===== src/asd_pkg.sv =====
// ----------------------------------------------------------------------------
// asd_pkg
// Shared types, header layout constants and the decimal digit step used by the
// archive stream deframer.
// ----------------------------------------------------------------------------
`timescale 1ns / 1ps

package asd_pkg;

  // Part tags carried with every byte.
  localparam logic [1:0] PART_HEADER = 2'd0;
  localparam logic [1:0] PART_NAME   = 2'd1;
  localparam logic [1:0] PART_DATA   = 2'd2;

  // Header byte offsets.
  localparam logic [5:0] HDR_FIRST       = 6'd0;
  localparam logic [5:0] HDR_VERSION     = 6'd4;
  localparam logic [5:0] HDR_TYPE        = 6'd5;
  localparam logic [5:0] HDR_MODE_LO     = 6'd10;
  localparam logic [5:0] HDR_MODE_HI     = 6'd17;
  localparam logic [5:0] HDR_CREATED_LO  = 6'd18;
  localparam logic [5:0] HDR_CREATED_HI  = 6'd25;
  localparam logic [5:0] HDR_MODIFIED_LO = 6'd26;
  localparam logic [5:0] HDR_MODIFIED_HI = 6'd33;
  localparam logic [5:0] HDR_NAMELEN_LO  = 6'd34;
  localparam logic [5:0] HDR_NAMELEN_HI  = 6'd39;
  localparam logic [5:0] HDR_FILELEN_LO  = 6'd40;
  localparam logic [5:0] HDR_LAST        = 6'd47;

  // ASCII characters that the decoders look for.
  localparam logic [7:0] CHAR_NUL   = 8'h00;
  localparam logic [7:0] CHAR_SPACE = 8'h20;
  localparam logic [7:0] CHAR_ZERO  = 8'h30;
  localparam logic [7:0] CHAR_ONE   = 8'h31;
  localparam logic [7:0] CHAR_NINE  = 8'h39;

  localparam logic [1:0] QUEUE_DEPTH = 2'd2;

  typedef enum logic [2:0] {
    PH_HEADER = 3'b001,
    PH_NAME   = 3'b010,
    PH_DATA   = 3'b100
  } phase_t;

  typedef enum logic [3:0] {
    DEC_SKIP   = 4'b0001,
    DEC_DIGITS = 4'b0010,
    DEC_DONE   = 4'b0100,
    DEC_NONE   = 4'b1000
  } dec_state_t;

  typedef struct packed {
    dec_state_t  st;
    logic [19:0] acc;
  } dec_t;

  // One classified byte on its way from the front to the back.
  typedef struct packed {
    logic [1:0] part;
    logic [7:0] data;
    logic       part_last;
    logic       entry_last;
    logic [5:0] index;
  } q_item_t;

  // One step of the space-padded decimal parser.
  function automatic dec_t dec_step(dec_t cur, logic [7:0] b);
    dec_t        res;
    logic        digit;
    logic [19:0] d;
    res   = cur;
    digit = (b >= CHAR_ZERO) && (b <= CHAR_NINE);
    d     = {16'd0, b[3:0]};
    case (cur.st)
      DEC_SKIP: begin
        if (digit) begin
          res.acc = d;
          res.st  = DEC_DIGITS;
        end else if (b != CHAR_SPACE) begin
          res.st = DEC_NONE;
        end
      end
      DEC_DIGITS: begin
        if (digit) begin
          res.acc = (cur.acc << 3) + (cur.acc << 1) + d;
        end else begin
          res.st = DEC_DONE;
        end
      end
      default: res = cur;
    endcase
    return res;
  endfunction

endpackage


===== src/archive_stream_deframer.sv =====
// A byte's result is held first in a queue slot and then in the output register,
// from which it transfers out while result_ready is high.
// Throughput: one byte per cycle while the consumer keeps result_ready high.
// Synchronous reset returns the framing to the start of a header and clears
// all decoded fields; the two-entry queue and the output register empty.
// ----------------------------------------------------------------------------
// archive_stream_deframer
// Tags archive stream bytes with their entry part and decodes header fields.
// ----------------------------------------------------------------------------
`timescale 1ns / 1ps

module archive_stream_deframer (
  input  logic        clk,
  input  logic        rst,
  input  logic        byte_valid,
  output logic        byte_ready,
  input  logic [7:0]  byte_value,
  output logic        result_valid,
  input  logic        result_ready,
  output logic [1:0]  part,
  output logic [7:0]  data_byte,
  output logic        part_last,
  output logic        entry_last,
  output logic [7:0]  entry_type,
  output logic [7:0]  format_version,
  output logic [7:0]  permission_bits,
  output logic [63:0] created_time,
  output logic [63:0] modified_time,
  output logic [19:0] name_length,
  output logic [63:0] file_length,
  output logic        header_error
);
  import asd_pkg::*;

  logic    push_valid;
  logic    push_ready;
  q_item_t push_item;
  logic    q_valid;
  logic    q_ready;
  q_item_t q_item;

  asd_front u_front (
    .clk        (clk),
    .rst        (rst),
    .byte_valid (byte_valid),
    .byte_ready (byte_ready),
    .byte_value (byte_value),
    .push_valid (push_valid),
    .push_ready (push_ready),
    .push_item  (push_item)
  );

  asd_queue u_queue (
    .clk        (clk),
    .rst        (rst),
    .push_valid (push_valid),
    .push_ready (push_ready),
    .push_item  (push_item),
    .pop_valid  (q_valid),
    .pop_ready  (q_ready),
    .pop_item   (q_item)
  );

  asd_back u_back (
    .clk             (clk),
    .rst             (rst),
    .q_valid         (q_valid),
    .q_ready         (q_ready),
    .q_item          (q_item),
    .result_valid    (result_valid),
    .result_ready    (result_ready),
    .part            (part),
    .data_byte       (data_byte),
    .part_last       (part_last),
    .entry_last      (entry_last),
    .entry_type      (entry_type),
    .format_version  (format_version),
    .permission_bits (permission_bits),
    .created_time    (created_time),
    .modified_time   (modified_time),
    .name_length     (name_length),
    .file_length     (file_length),
    .header_error    (header_error)
  );

endmodule


===== src/asd_front.sv =====
// ----------------------------------------------------------------------------
// asd_front
// Accepts stream bytes, tracks the entry framing and tags each byte with its
// part, its header offset and its end-of-part and end-of-entry marks.
// ----------------------------------------------------------------------------
`timescale 1ns / 1ps

module asd_front (
  input  logic             clk,
  input  logic             rst,
  input  logic             byte_valid,
  output logic             byte_ready,
  input  logic [7:0]       byte_value,
  output logic             push_valid,
  input  logic             push_ready,
  output asd_pkg::q_item_t push_item
);
  import asd_pkg::*;

  phase_t      phase, phase_next;
  logic [5:0]  header_index, header_index_next;
  logic [19:0] name_remaining, name_remaining_next;
  logic [63:0] data_remaining, data_remaining_next;
  dec_t        dec, dec_base, dec_next;
  logic [63:0] len_reg, len_base, len_next;
  logic [5:0]  idx;
  logic [2:0]  lane;
  logic        take;

  assign byte_ready = push_ready;
  assign push_valid = byte_valid;
  assign take       = byte_valid && push_ready;

  always_comb begin
    phase_next          = phase;
    header_index_next   = header_index;
    name_remaining_next = name_remaining;
    data_remaining_next = data_remaining;
    dec_next            = dec;
    len_next            = len_reg;
    idx                 = (header_index > HDR_LAST) ? HDR_FIRST : header_index;
    lane                = 3'(idx - HDR_FILELEN_LO);
    dec_base            = dec;
    len_base            = len_reg;
    push_item.part       = PART_HEADER;
    push_item.data       = byte_value;
    push_item.part_last  = 1'b0;
    push_item.entry_last = 1'b0;
    push_item.index      = idx;

    case (phase)
      PH_NAME: begin
        push_item.part      = PART_NAME;
        name_remaining_next = name_remaining - 20'd1;
        if (name_remaining_next == 20'd0) begin
          push_item.part_last = 1'b1;
          if (data_remaining == 64'd0) begin
            push_item.entry_last = 1'b1;
            phase_next           = PH_HEADER;
          end else begin
            phase_next = PH_DATA;
          end
        end
      end
      PH_DATA: begin
        push_item.part      = PART_DATA;
        data_remaining_next = data_remaining - 64'd1;
        if (data_remaining_next == 64'd0) begin
          push_item.part_last  = 1'b1;
          push_item.entry_last = 1'b1;
          phase_next           = PH_HEADER;
        end
      end
      default: begin
        phase_next = PH_HEADER;
        if (idx == HDR_FIRST) begin
          dec_base.st  = DEC_SKIP;
          dec_base.acc = 20'd0;
          len_base     = 64'd0;
        end
        dec_next = dec_base;
        len_next = len_base;
        if (idx >= HDR_NAMELEN_LO && idx <= HDR_NAMELEN_HI) begin
          dec_next = dec_step(dec_base, byte_value);
        end
        if (idx >= HDR_FILELEN_LO && idx <= HDR_LAST) begin
          len_next[{lane, 3'b000} +: 8] = len_base[{lane, 3'b000} +: 8] | byte_value;
        end
        if (idx == HDR_LAST) begin
          push_item.part_last = 1'b1;
          header_index_next   = HDR_FIRST;
          name_remaining_next = dec_next.acc;
          data_remaining_next = len_next;
          if (dec_next.acc != 20'd0) begin
            phase_next = PH_NAME;
          end else if (len_next != 64'd0) begin
            phase_next = PH_DATA;
          end else begin
            push_item.entry_last = 1'b1;
          end
        end else begin
          header_index_next = idx + 6'd1;
        end
      end
    endcase
  end

  always_ff @(posedge clk) begin
    if (rst) begin
      phase          <= PH_HEADER;
      header_index   <= HDR_FIRST;
      name_remaining <= 20'd0;
      data_remaining <= 64'd0;
      dec.st         <= DEC_SKIP;
      dec.acc        <= 20'd0;
      len_reg        <= 64'd0;
    end else if (take) begin
      phase          <= phase_next;
      header_index   <= header_index_next;
      name_remaining <= name_remaining_next;
      data_remaining <= data_remaining_next;
      dec            <= dec_next;
      len_reg        <= len_next;
    end
  end

endmodule


===== src/asd_queue.sv =====
// ----------------------------------------------------------------------------
// asd_queue
// Two-entry queue of classified bytes between the framing front and the
// header decoding back.
// ----------------------------------------------------------------------------
`timescale 1ns / 1ps

module asd_queue (
  input  logic             clk,
  input  logic             rst,
  input  logic             push_valid,
  output logic             push_ready,
  input  asd_pkg::q_item_t push_item,
  output logic             pop_valid,
  input  logic             pop_ready,
  output asd_pkg::q_item_t pop_item
);
  import asd_pkg::*;

  q_item_t    slots [QUEUE_DEPTH];
  logic       wr_ptr;
  logic       rd_ptr;
  logic [1:0] count;
  logic       push;
  logic       pop;

  assign push_ready = (count != QUEUE_DEPTH);
  assign pop_valid  = (count != 2'd0);
  assign pop_item   = slots[rd_ptr];
  assign push       = push_valid && push_ready;
  assign pop        = pop_valid && pop_ready;

  always_ff @(posedge clk) begin
    if (push) begin
      slots[wr_ptr] <= push_item;
    end
  end

  always_ff @(posedge clk) begin
    if (rst) begin
      wr_ptr <= 1'b0;
      rd_ptr <= 1'b0;
      count  <= 2'd0;
    end else begin
      if (push) begin
        wr_ptr <= ~wr_ptr;
      end
      if (pop) begin
        rd_ptr <= ~rd_ptr;
      end
      case ({push, pop})
        2'b10:   count <= count + 2'd1;
        2'b01:   count <= count - 2'd1;
        default: count <= count;
      endcase
    end
  end

endmodule


===== src/asd_back.sv =====
// ----------------------------------------------------------------------------
// asd_back
// Decodes the header fields from classified bytes and holds the result
// register that the consumer reads.
// ----------------------------------------------------------------------------
`timescale 1ns / 1ps

module asd_back (
  input  logic             clk,
  input  logic             rst,
  input  logic             q_valid,
  output logic             q_ready,
  input  asd_pkg::q_item_t q_item,
  output logic             result_valid,
  input  logic             result_ready,
  output logic [1:0]       part,
  output logic [7:0]       data_byte,
  output logic             part_last,
  output logic             entry_last,
  output logic [7:0]       entry_type,
  output logic [7:0]       format_version,
  output logic [7:0]       permission_bits,
  output logic [63:0]      created_time,
  output logic [63:0]      modified_time,
  output logic [19:0]      name_length,
  output logic [63:0]      file_length,
  output logic             header_error
);
  import asd_pkg::*;

  // Decode registers; they only move on a transfer out of the queue, so they
  // always match the result currently held.
  logic [7:0]  type_reg, type_next;
  logic [7:0]  version_reg, version_next;
  logic [7:0]  mode_accum, mode_next;
  logic        mode_ended, mode_ended_next;
  logic [63:0] created_reg, created_next;
  logic [63:0] modified_reg, modified_next;
  dec_t        dec, dec_next;
  logic [63:0] length_reg, length_next;
  logic        error_flag, error_next;
  logic        pop;
  logic [7:0]  b;
  logic [2:0]  lane;

  assign q_ready = !result_valid || result_ready;
  assign pop     = q_valid && q_ready;
  assign b       = q_item.data;

  assign entry_type      = type_reg;
  assign format_version  = version_reg;
  assign permission_bits = mode_accum;
  assign created_time    = created_reg;
  assign modified_time   = modified_reg;
  assign name_length     = dec.acc;
  assign file_length     = length_reg;
  assign header_error    = error_flag;

  always_comb begin
    type_next       = type_reg;
    version_next    = version_reg;
    mode_next       = mode_accum;
    mode_ended_next = mode_ended;
    created_next    = created_reg;
    modified_next   = modified_reg;
    dec_next        = dec;
    length_next     = length_reg;
    error_next      = error_flag;
    lane            = q_item.index[2:0];

    if (q_item.index == HDR_FIRST) begin
      type_next       = 8'd0;
      version_next    = 8'd0;
      mode_next       = 8'd0;
      mode_ended_next = 1'b0;
      created_next    = 64'd0;
      modified_next   = 64'd0;
      dec_next.st     = DEC_SKIP;
      dec_next.acc    = 20'd0;
      length_next     = 64'd0;
      error_next      = 1'b0;
    end

    case (q_item.index) inside
      HDR_VERSION: version_next = b;
      HDR_TYPE:    type_next    = b;
      [HDR_MODE_LO:HDR_MODE_HI]: begin
        if (!mode_ended_next) begin
          if (b == CHAR_NUL) begin
            mode_ended_next = 1'b1;
          end else if (b == CHAR_ZERO || b == CHAR_ONE) begin
            mode_next = {mode_next[6:0], b[0]};
          end else begin
            error_next      = 1'b1;
            mode_ended_next = 1'b1;
          end
        end
      end
      [HDR_CREATED_LO:HDR_CREATED_HI]: begin
        lane = 3'(q_item.index - HDR_CREATED_LO);
        created_next[{lane, 3'b000} +: 8] = created_next[{lane, 3'b000} +: 8] | b;
      end
      [HDR_MODIFIED_LO:HDR_MODIFIED_HI]: begin
        lane = 3'(q_item.index - HDR_MODIFIED_LO);
        modified_next[{lane, 3'b000} +: 8] = modified_next[{lane, 3'b000} +: 8] | b;
      end
      [HDR_NAMELEN_LO:HDR_NAMELEN_HI]: begin
        dec_next = dec_step(dec_next, b);
        // A name length field with no digit at all is an error.
        if (q_item.index == HDR_NAMELEN_HI &&
            (dec_next.st == DEC_SKIP || dec_next.st == DEC_NONE)) begin
          error_next = 1'b1;
        end
      end
      [HDR_FILELEN_LO:HDR_LAST]: begin
        lane = 3'(q_item.index - HDR_FILELEN_LO);
        length_next[{lane, 3'b000} +: 8] = length_next[{lane, 3'b000} +: 8] | b;
      end
      default: begin
      end
    endcase
  end

  always_ff @(posedge clk) begin
    if (pop) begin
      part       <= q_item.part;
      data_byte  <= q_item.data;
      part_last  <= q_item.part_last;
      entry_last <= q_item.entry_last;
    end
  end

  always_ff @(posedge clk) begin
    if (rst) begin
      result_valid <= 1'b0;
      type_reg     <= 8'd0;
      version_reg  <= 8'd0;
      mode_accum   <= 8'd0;
      mode_ended   <= 1'b0;
      created_reg  <= 64'd0;
      modified_reg <= 64'd0;
      dec.st       <= DEC_SKIP;
      dec.acc      <= 20'd0;
      length_reg   <= 64'd0;
      error_flag   <= 1'b0;
    end else begin
      if (pop) begin
        result_valid <= 1'b1;
      end else if (result_ready) begin
        result_valid <= 1'b0;
      end
      if (pop && q_item.part == PART_HEADER) begin
        type_reg     <= type_next;
        version_reg  <= version_next;
        mode_accum   <= mode_next;
        mode_ended   <= mode_ended_next;
        created_reg  <= created_next;
        modified_reg <= modified_next;
        dec          <= dec_next;
        length_reg   <= length_next;
        error_flag   <= error_next;
      end
    end
  end

endmodule

===== config.mk =====
export PLATFORM = sky130hd
export DESIGN_NAME = archive_stream_deframer
export DESIGN_NICKNAME = d
export VERILOG_FILES = /design/src/asd_pkg.sv /design/src/archive_stream_deframer.sv /design/src/asd_front.sv /design/src/asd_queue.sv /design/src/asd_back.sv
export SDC_FILE = /design/constraint.sdc
export NUM_CORES = 2
export LEC_CHECK = 0
export BUFFER_PORTS_ARGS = -buffer_cell sky130_fd_sc_hd__buf_4
export CAP_MARGIN = 20
export CORE_ASPECT_RATIO = 0.9
export CORE_UTILIZATION = 55
export CTS_BUF_LIST = sky130_fd_sc_hd__clkbuf_16
export CTS_CLUSTER_DIAMETER = 60
export CTS_CLUSTER_SIZE = 40
export DETAILED_ROUTE_END_ITERATION = 10
export PLACE_DENSITY = 0.78
export SETUP_SLACK_MARGIN = 0.3
export SYNTH_ARGS = -nofsm -noshare
export SYNTH_HDL_FRONTEND = slang
export SYNTH_HIERARCHICAL = 1
export SYNTH_SLANG_ARGS = --single-unit

===== constraint.sdc =====
create_clock -name clk -period 5.9 [get_ports clk]
set_input_delay 0.885 -clock clk [delete_from_list [all_inputs] [get_ports clk]]
set_output_delay 0.885 -clock clk [all_outputs]
set_load 0.02 [all_outputs]

=== Word level (Yosys, flattened, before mapping) ===
Memory sizes are Yosys's and may differ from the RTL's. A register that Yosys moved wholly into a read port is not among the register bits.
Index checks and enable logic that the tools add are counted.

* Memories kept: 1
* Input port bits: 12
* Latch bits: 0
* Bits in read-only memories: 0
* RAM bits: 36
* Register bits: 440
* Output and inout port bits: 251
* Logic and storage cells: 256

{| class="wikitable"
|+ Memory list
! memory !! words !! width !! rd ports !! clocked after memory_dff !! write ports !! line !! text
|-
| u_queue.slots || 2 || 18 || 1 || 1 || 1 || asd_queue.sv:20 || <nowiki>q_item_t slots [QUEUE_DEPTH];</nowiki>
|}

* Bitwise logic cells: 9
* Reductions and logical operators: 38
* $lt $le $gt $ge: 19
* Shift-type cells: 12
* $add $sub $neg: 17
* Muxes and demuxes: 114
* Equality and inequality tests: 21
* Div/mod/pow operators: 0
* $mul: 0

{| class="wikitable"
|+ Operator list
! cell !! number
|-
| 64-bit two-way mux || 24
|-
| 24-bit two-way mux || 17
|-
| 64-bit bitwise mux || 4
|-
| 8-bit by 8-bit variable shift with 64-bit output, first input constant || 4
|-
| 64-bit by 7-bit variable part select with 8-bit output || 4
|-
| 8-bit by 8-bit variable part select with 64-bit output || 4
|-
| 64-bit logical NOT || 2
|-
| 64-bit one-hot mux with 2 select lines || 1
|-
| 20-bit two-way mux || 5
|-
| 8-bit two-way mux || 12
|-
| 24-bit one-hot mux with 2 select lines || 2
|-
| 64-bit nonzero test || 1
|-
| 64-bit by 1-bit subtractor with 64-bit output, second input constant || 1
|-
| 20-bit adder || 2
|-
| 20-bit by 4-bit adder with 20-bit output || 2
|-
| 20-bit one-hot mux with 2 select lines || 1
|-
| 6-bit negator with 8-bit output || 4
|-
| 8-bit bitwise OR || 4
|-
| 6-bit <= comparator, second input constant || 5
|-
| 1-bit two-way mux || 27
|-
| 6-bit greater-or-equal comparator, second input constant || 4
|-
| 4-bit two-way mux || 6
|-
| 20-bit logical NOT || 1
|-
| 20-bit nonzero test || 1
|-
| other kinds (41) || 92
|}

=== Longest topological paths before layout ===
* Depth in word-level cells: 22
* Depth in mapped cells: 25
* Gate-level depth less buffers: 21

=== Modules after synthesis ===
The synthesis kept the hierarchy.

{| class="wikitable"
|+ Modules (own cells, without submodules)
! module !! seq. area each (sq um) !! cells each !! area each (sq um) !! times used
|-
| asd_front || 3,623.5 || 1,869 || 13,485.4 || 1
|-
| asd_back || 5,225.0 || 1,266 || 12,464.5 || 1
|-
| asd_queue || 1,181.1 || 80 || 1,516.5 || 1
|}

=== Worst setup path before layout ===
Ideal clock, no wire load.

* Path type: flip-flop to flip-flop
* Start point: register u_front.header_index[5]
* End point: register u_front.phase[0]
* Buffers on the path: 4
* Arrival time: 5,629 ps
* Clock period less this slack: 5,695 ps
* Cell stages (with the launch flop): 24
* Setup slack: 205 ps
* Setup time: 66 ps
* Data required time: 5,834 ps
* Cells stage by stage: dfxtp_1 > ha_1 > buf_2 > nor2b_1 > inv_1 > ha_1 > and2_1 > nand2_1 > clkbuf_1 > clkbuf_1 > clkbuf_1 > and2_1 > ha_1 > ha_1 > a21o_1 > or3b_2 > a41o_1 > a31oi_1 > nand2b_1 > a21oi_1 > a311oi_1 > nand3_1 > or4b_1 > a2bb2oi_2

{| class="wikitable"
|+ RTL lines
! element !! line !! text
|-
| from (decl) || asd_front.sv:21 || <nowiki>logic [5:0] header_index, header_index_next;</nowiki>
|-
| from (signal assigned) || asd_front.sv:119 || <nowiki>header_index <= header_index_next;</nowiki>
|-
| to (signal assigned) || asd_front.sv:118 || <nowiki>phase <= phase_next;</nowiki>
|-
| to (decl) || asd_front.sv:20 || <nowiki>phase_t phase, phase_next;</nowiki>
|}

==> flow_metrics.env <==
export IMPL_nets=3428
export IMPL_start_util_pct=55.79
export IMPL_p_leak_nw=11.99
export IMPL_syn2layout_area_growth_pct=13.06
export IMPL_die_h_um=214
export IMPL_p_clk_share_pct=30.2
export IMPL_drive_gt1_share_pct=16.00
export IMPL_muxShareOfSynthArea_pct=6.218
export IMPL_firstDrtPassIters=6
export IMPL_cap_violations=0
export IMPL_final_area_sq_um=31050
export IMPL_ys_seq_area_share_pct=36.52
export IMPL_powerDensity_nw_per_um2=316.7
export IMPL_worst_slew_pin_slew_ps=1173
export IMPL_arrival_ps=5800
export IMPL_crit_path_end_kind="register"
export IMPL_r2r_cells=19
export IMPL_cts_tree="done"
export IMPL_syn_area_sq_um=27470
export IMPL_pwr_share_comb_pct=33.1
export IMPL_path_buf_inv=1
export IMPL_cp_required_ps=6300
export IMPL_rsz0062_at_grt="false"
export IMPL_synth_fp_nets=3323
export IMPL_slowest_delay_ps=470
export IMPL_p_sw_share_pct=39.73
export IMPL_skew_ps=22.71
export IMPL_dpl_cell_area_sq_um=29580
export IMPL_yosys_area_share_simple_pct=21.41
export IMPL_globalplace_congestion=1.018
export IMPL_synth_compound_area_share_pct=24.49
export IMPL_critPathTopFamily="simple AND/OR/NAND/NOR gates"
export IMPL_internal_power_mw=5.926
export IMPL_cp_start_kind="register"
export IMPL_drtAntennaViolNets=0
export IMPL_status="completed"
export IMPL_syn_instance_count=3215
export IMPL_vias_per_cell=6.802
export IMPL_p_sw_mw=3.907
export IMPL_cts_buffers=40
export IMPL_clock_latency_ps=590
export IMPL_ctsLongestPathBuffers=3
export IMPL_synthArstFlopShare_pct=0
export IMPL_drt_total_wl_um=96640
export IMPL_fmax_mhz=185.1
export IMPL_min_path_cells=2
export IMPL_avgRoutedWirePerCell_um=24.04
export IMPL_syn_area_per_cell_sq_um=8.543
export IMPL_seq_power_share_pct=36.7
export IMPL_clkTransAtPathRegs_ps=90
export IMPL_cts_sinks=477
export IMPL_synth_fa_ha_area_share_pct=4.428
export IMPL_critPathKind="reg -> reg"
export IMPL_crit_chain="ha_1 -> nand2b_1 -> ha_1 -> and2_1 -> nand2_1 -> buf_4 -> and2_1 -> ha_1 -> ha_1 -> a21o_1 -> or3b_2 -> a41o_1 -> a31oi_1 -> nand2b_1 -> a21oi_1 -> a311oi_2 -> nand3_1 -> or3_1 -> o211ai_1"
export IMPL_port_buffers=262
export IMPL_core_area_sq_um=49230
export IMPL_grt_pass1_wl_um=148100
export IMPL_antenna_cells=0
export IMPL_setup_tns_ps=0
export IMPL_top_level_ports=263
export IMPL_holdPathEnd="u_back/format_version[3]"
export IMPL_grt_max_degree=108
export IMPL_htreeDepth=2
export IMPL_ys_flop_type="dfxtp_1"
export IMPL_root_buffer="clkbuf_16"
export IMPL_grt_use_total_pct=36.77
export IMPL_synth_cell_types=97
export IMPL_synth_top_family_by_area="compound AO/OA/AOI/OAI gates"
export IMPL_cpMostUsedCell="ha_1"
export IMPL_die_area_sq_um=50840
export IMPL_drv_slew=0
export IMPL_hold_slack_ps=460.5
export IMPL_antenna_found_initial=0
export IMPL_hp_start="u_back/format_version[3]"
export IMPL_setup_viol=0
export IMPL_slew_headroom_pct=21.78
export IMPL_r2r_start="u_front/header_index[5]"
export IMPL_ir_drop_uv=230.5
export IMPL_ys_ff_latch=477
export IMPL_grt_overflow=0
export IMPL_drt_first_iter_violations=3600
export IMPL_period_share_pct=91.59
export IMPL_critPathMaxFanout=16
export IMPL_drc=0
export IMPL_synthXorXnorAreaFrac_pct=2.073
export IMPL_die_w_um=237.6
export IMPL_dr_total_vias=27350
export IMPL_fin_crit_ps=5404
export IMPL_hold_violations=0
export IMPL_crit_slowest_cell="or3b_2"
export IMPL_hpwl_um=69220
export IMPL_num_rows=77
export IMPL_hold_path_class="reg -> reg"
export IMPL_grt_pass1_vias=25240
export IMPL_r2r_end="u_queue/slots[0][6]"
export IMPL_synth_edf_count=48
export IMPL_rrSetupSlack_ps=500
export IMPL_synth_yosys_warnings=6
routing by layer:
layer	wire length, um	share of wire (%)	GRT usage, %	up-vias
li1	-	-	-	12230
met1	38480	40	48.94	13130
met2	43500	45	57.10	1709
met3	10330	11	8.217	277
met4	4323	4.5	16.28	0
met5	0	0	0	-
cells in the final DEF, fill, tap and decap left out, types with 13 or more instances in the layout:
| master | instances |
|---|---|
| a221oi_1 | 17 |
| a21o_1 | 29 |
| and3_1 | 17 |
| o211ai_1 | 18 |
| o2bb2ai_1 | 77 |
| a211oi_1 | 92 |
| a21oi_1 | 171 |
| ha_1 | 94 |
| or4_1 | 17 |
| nor2_1 | 421 |
| edfxtp_1 | 48 |
| mux4_2 | 48 |
| nor4_1 | 32 |
| clkbuf_16 | 41 |
| o21ai_0 | 152 |
| buf_4 | 309 |
| inv_1 | 53 |
| xor2_1 | 19 |
| nor3_1 | 118 |
| a31oi_1 | 32 |
| a22oi_1 | 157 |
| xnor2_1 | 46 |
| nand4_1 | 25 |
| nor2b_1 | 14 |
| nand3_1 | 88 |
| mux2_2 | 36 |
| a22o_1 | 48 |
| or3_1 | 40 |
| and2_1 | 54 |
| mux2i_1 | 21 |
| nand3b_1 | 13 |
| nand2_1 | 255 |
| a32oi_1 | 29 |
| nand2b_1 | 25 |
| dfxtp_1 | 429 |
power by group through the flow:
| stage | combinational [mW] | sequential [mW] | clock [mW] |
|---|---|---|---|
| 6_report | 3.26 | 3.61 | 2.97 |
| 5_1_grt | 3.43 | 3.63 | 3.13 |
| 4_1_cts | 3.14 | 3.61 | 3.00 |
| 3_5_place_dp | 3.12 | 3.68 | 0 |
| 3_3_place_gp | 3.08 | 3.67 | 0 |
| 2_1_floorplan | 2.17 | 3.67 | 0 |
cell usage after synthesis, types with 18 or more instances:
library cell / instances / area, sq um
a31oi_1: 32 / 200.2
nor3_1: 122 / 610.6
a21o_1: 29 / 217.7
edfxtp_1: 48 / 1441
mux4_2: 48 / 1081
xor2_1: 19 / 166.4
nand4_1: 25 / 156.4
buf_4: 35 / 262.8
o21ai_0: 153 / 765.7
a22oi_1: 157 / 1179
a32oi_1: 29 / 254.0
or3_1: 41 / 256.5
nand3_1: 88 / 440.4
mux2i_1: 21 / 210.2
o211ai_1: 18 / 135.1
nand2_1: 255 / 957.2
a21oi_1: 171 / 855.8
ha_1: 94 / 1176
a22o_1: 48 / 420.4
nor2_1: 422 / 1584
and2_1: 54 / 337.8
dfxtp_1: 429 / 8588
o2bb2ai_1: 77 / 674.4
buf_2: 27 / 135.1
a211oi_1: 94 / 705.7
nor4_1: 33 / 206.5
nand2b_1: 25 / 156.4
xnor2_1: 46 / 402.9
clkbuf_1: 170 / 638.1
inv_1: 52 / 195.2
mux2_2: 37 / 416.7
repair_timing:
action,4_1_cts,5_1_grt
resized for setup,0,5
setup buffers,0,0
hold buffers,0,0
endpoints found under the setup margin,0,4
cells by family (layout without fill, tap and decap cells):
group / count (synthesis) / in the layout
DFF: 477 / 477
muxes: 106 / 106
buffers and inverters: 303 / 437
xor gates and xnor gates: 65 / 65
adders and majority gates: 96 / 96
AOI/OAI and AO/OA: 965 / 965
and+or+nand+nor: 1203 / 1203
metrics by stage:
| stage | total power, mW | util (%) | instances | worst slack [ps] |
|---|---|---|---|---|
| 2_1_floorplan | 5.843 | - | 3215 | 341.0 |
| 5_1_grt | 10.19 | 63.07 | 4020 | 292.1 |
| 3_5_place_dp | 6.799 | 60.08 | 3948 | 507.5 |
| 4_1_cts | 9.740 | 63.02 | 4019 | 418.2 |
| 6_report | 9.834 | 63.07 | 4020 | 496.3 |
| 3_3_place_gp | 6.751 | 60.05 | 3945 | 754.3 |
worst reg2reg max path: stages, from the launching register on:
cell,delay (ps)
dfxtp_1,420
ha_1,240
nand2b_1,150
ha_1,230
and2_1,220
nand2_1,190
buf_4,250
and2_1,210
ha_1,300
ha_1,390
a21o_1,260
or3b_2,470
a41o_1,260
a31oi_1,230
nand2b_1,200
a21oi_1,100
a311oi_2,300
nand3_1,170
or3_1,400
o211ai_1,240
how the worst max path moves through the flow:
stage | start | to | depth (start not counted)
after global placement | u_front/header_index[5] | u_queue/slots[0][6] | 19
after floorplan | u_front/header_index[5] | u_front/phase[0] | 23
final | u_front/header_index[5] | u_queue/slots[0][6] | 19
after global routing | u_front/header_index[5] | u_queue/slots[1][6] | 19
after CTS | u_front/header_index[5] | u_queue/slots[1][6] | 19
after detailed placement | u_front/header_index[5] | u_queue/slots[0][6] | 19
final cells by class:
class                           instances  area (sq um)
Tap cell                              671         839.6
Inverter                               52         196.4
Clock inverter                         30         424.2
Clock buffer                           41          1026
Timing Repair Buffer                  314          2355
Multi-Input combinational cell       2435         16180
Sequential cell                       477         10030
Fill cell                            4179         18180
Note: power is estimated with default switching activity, not from simulation.
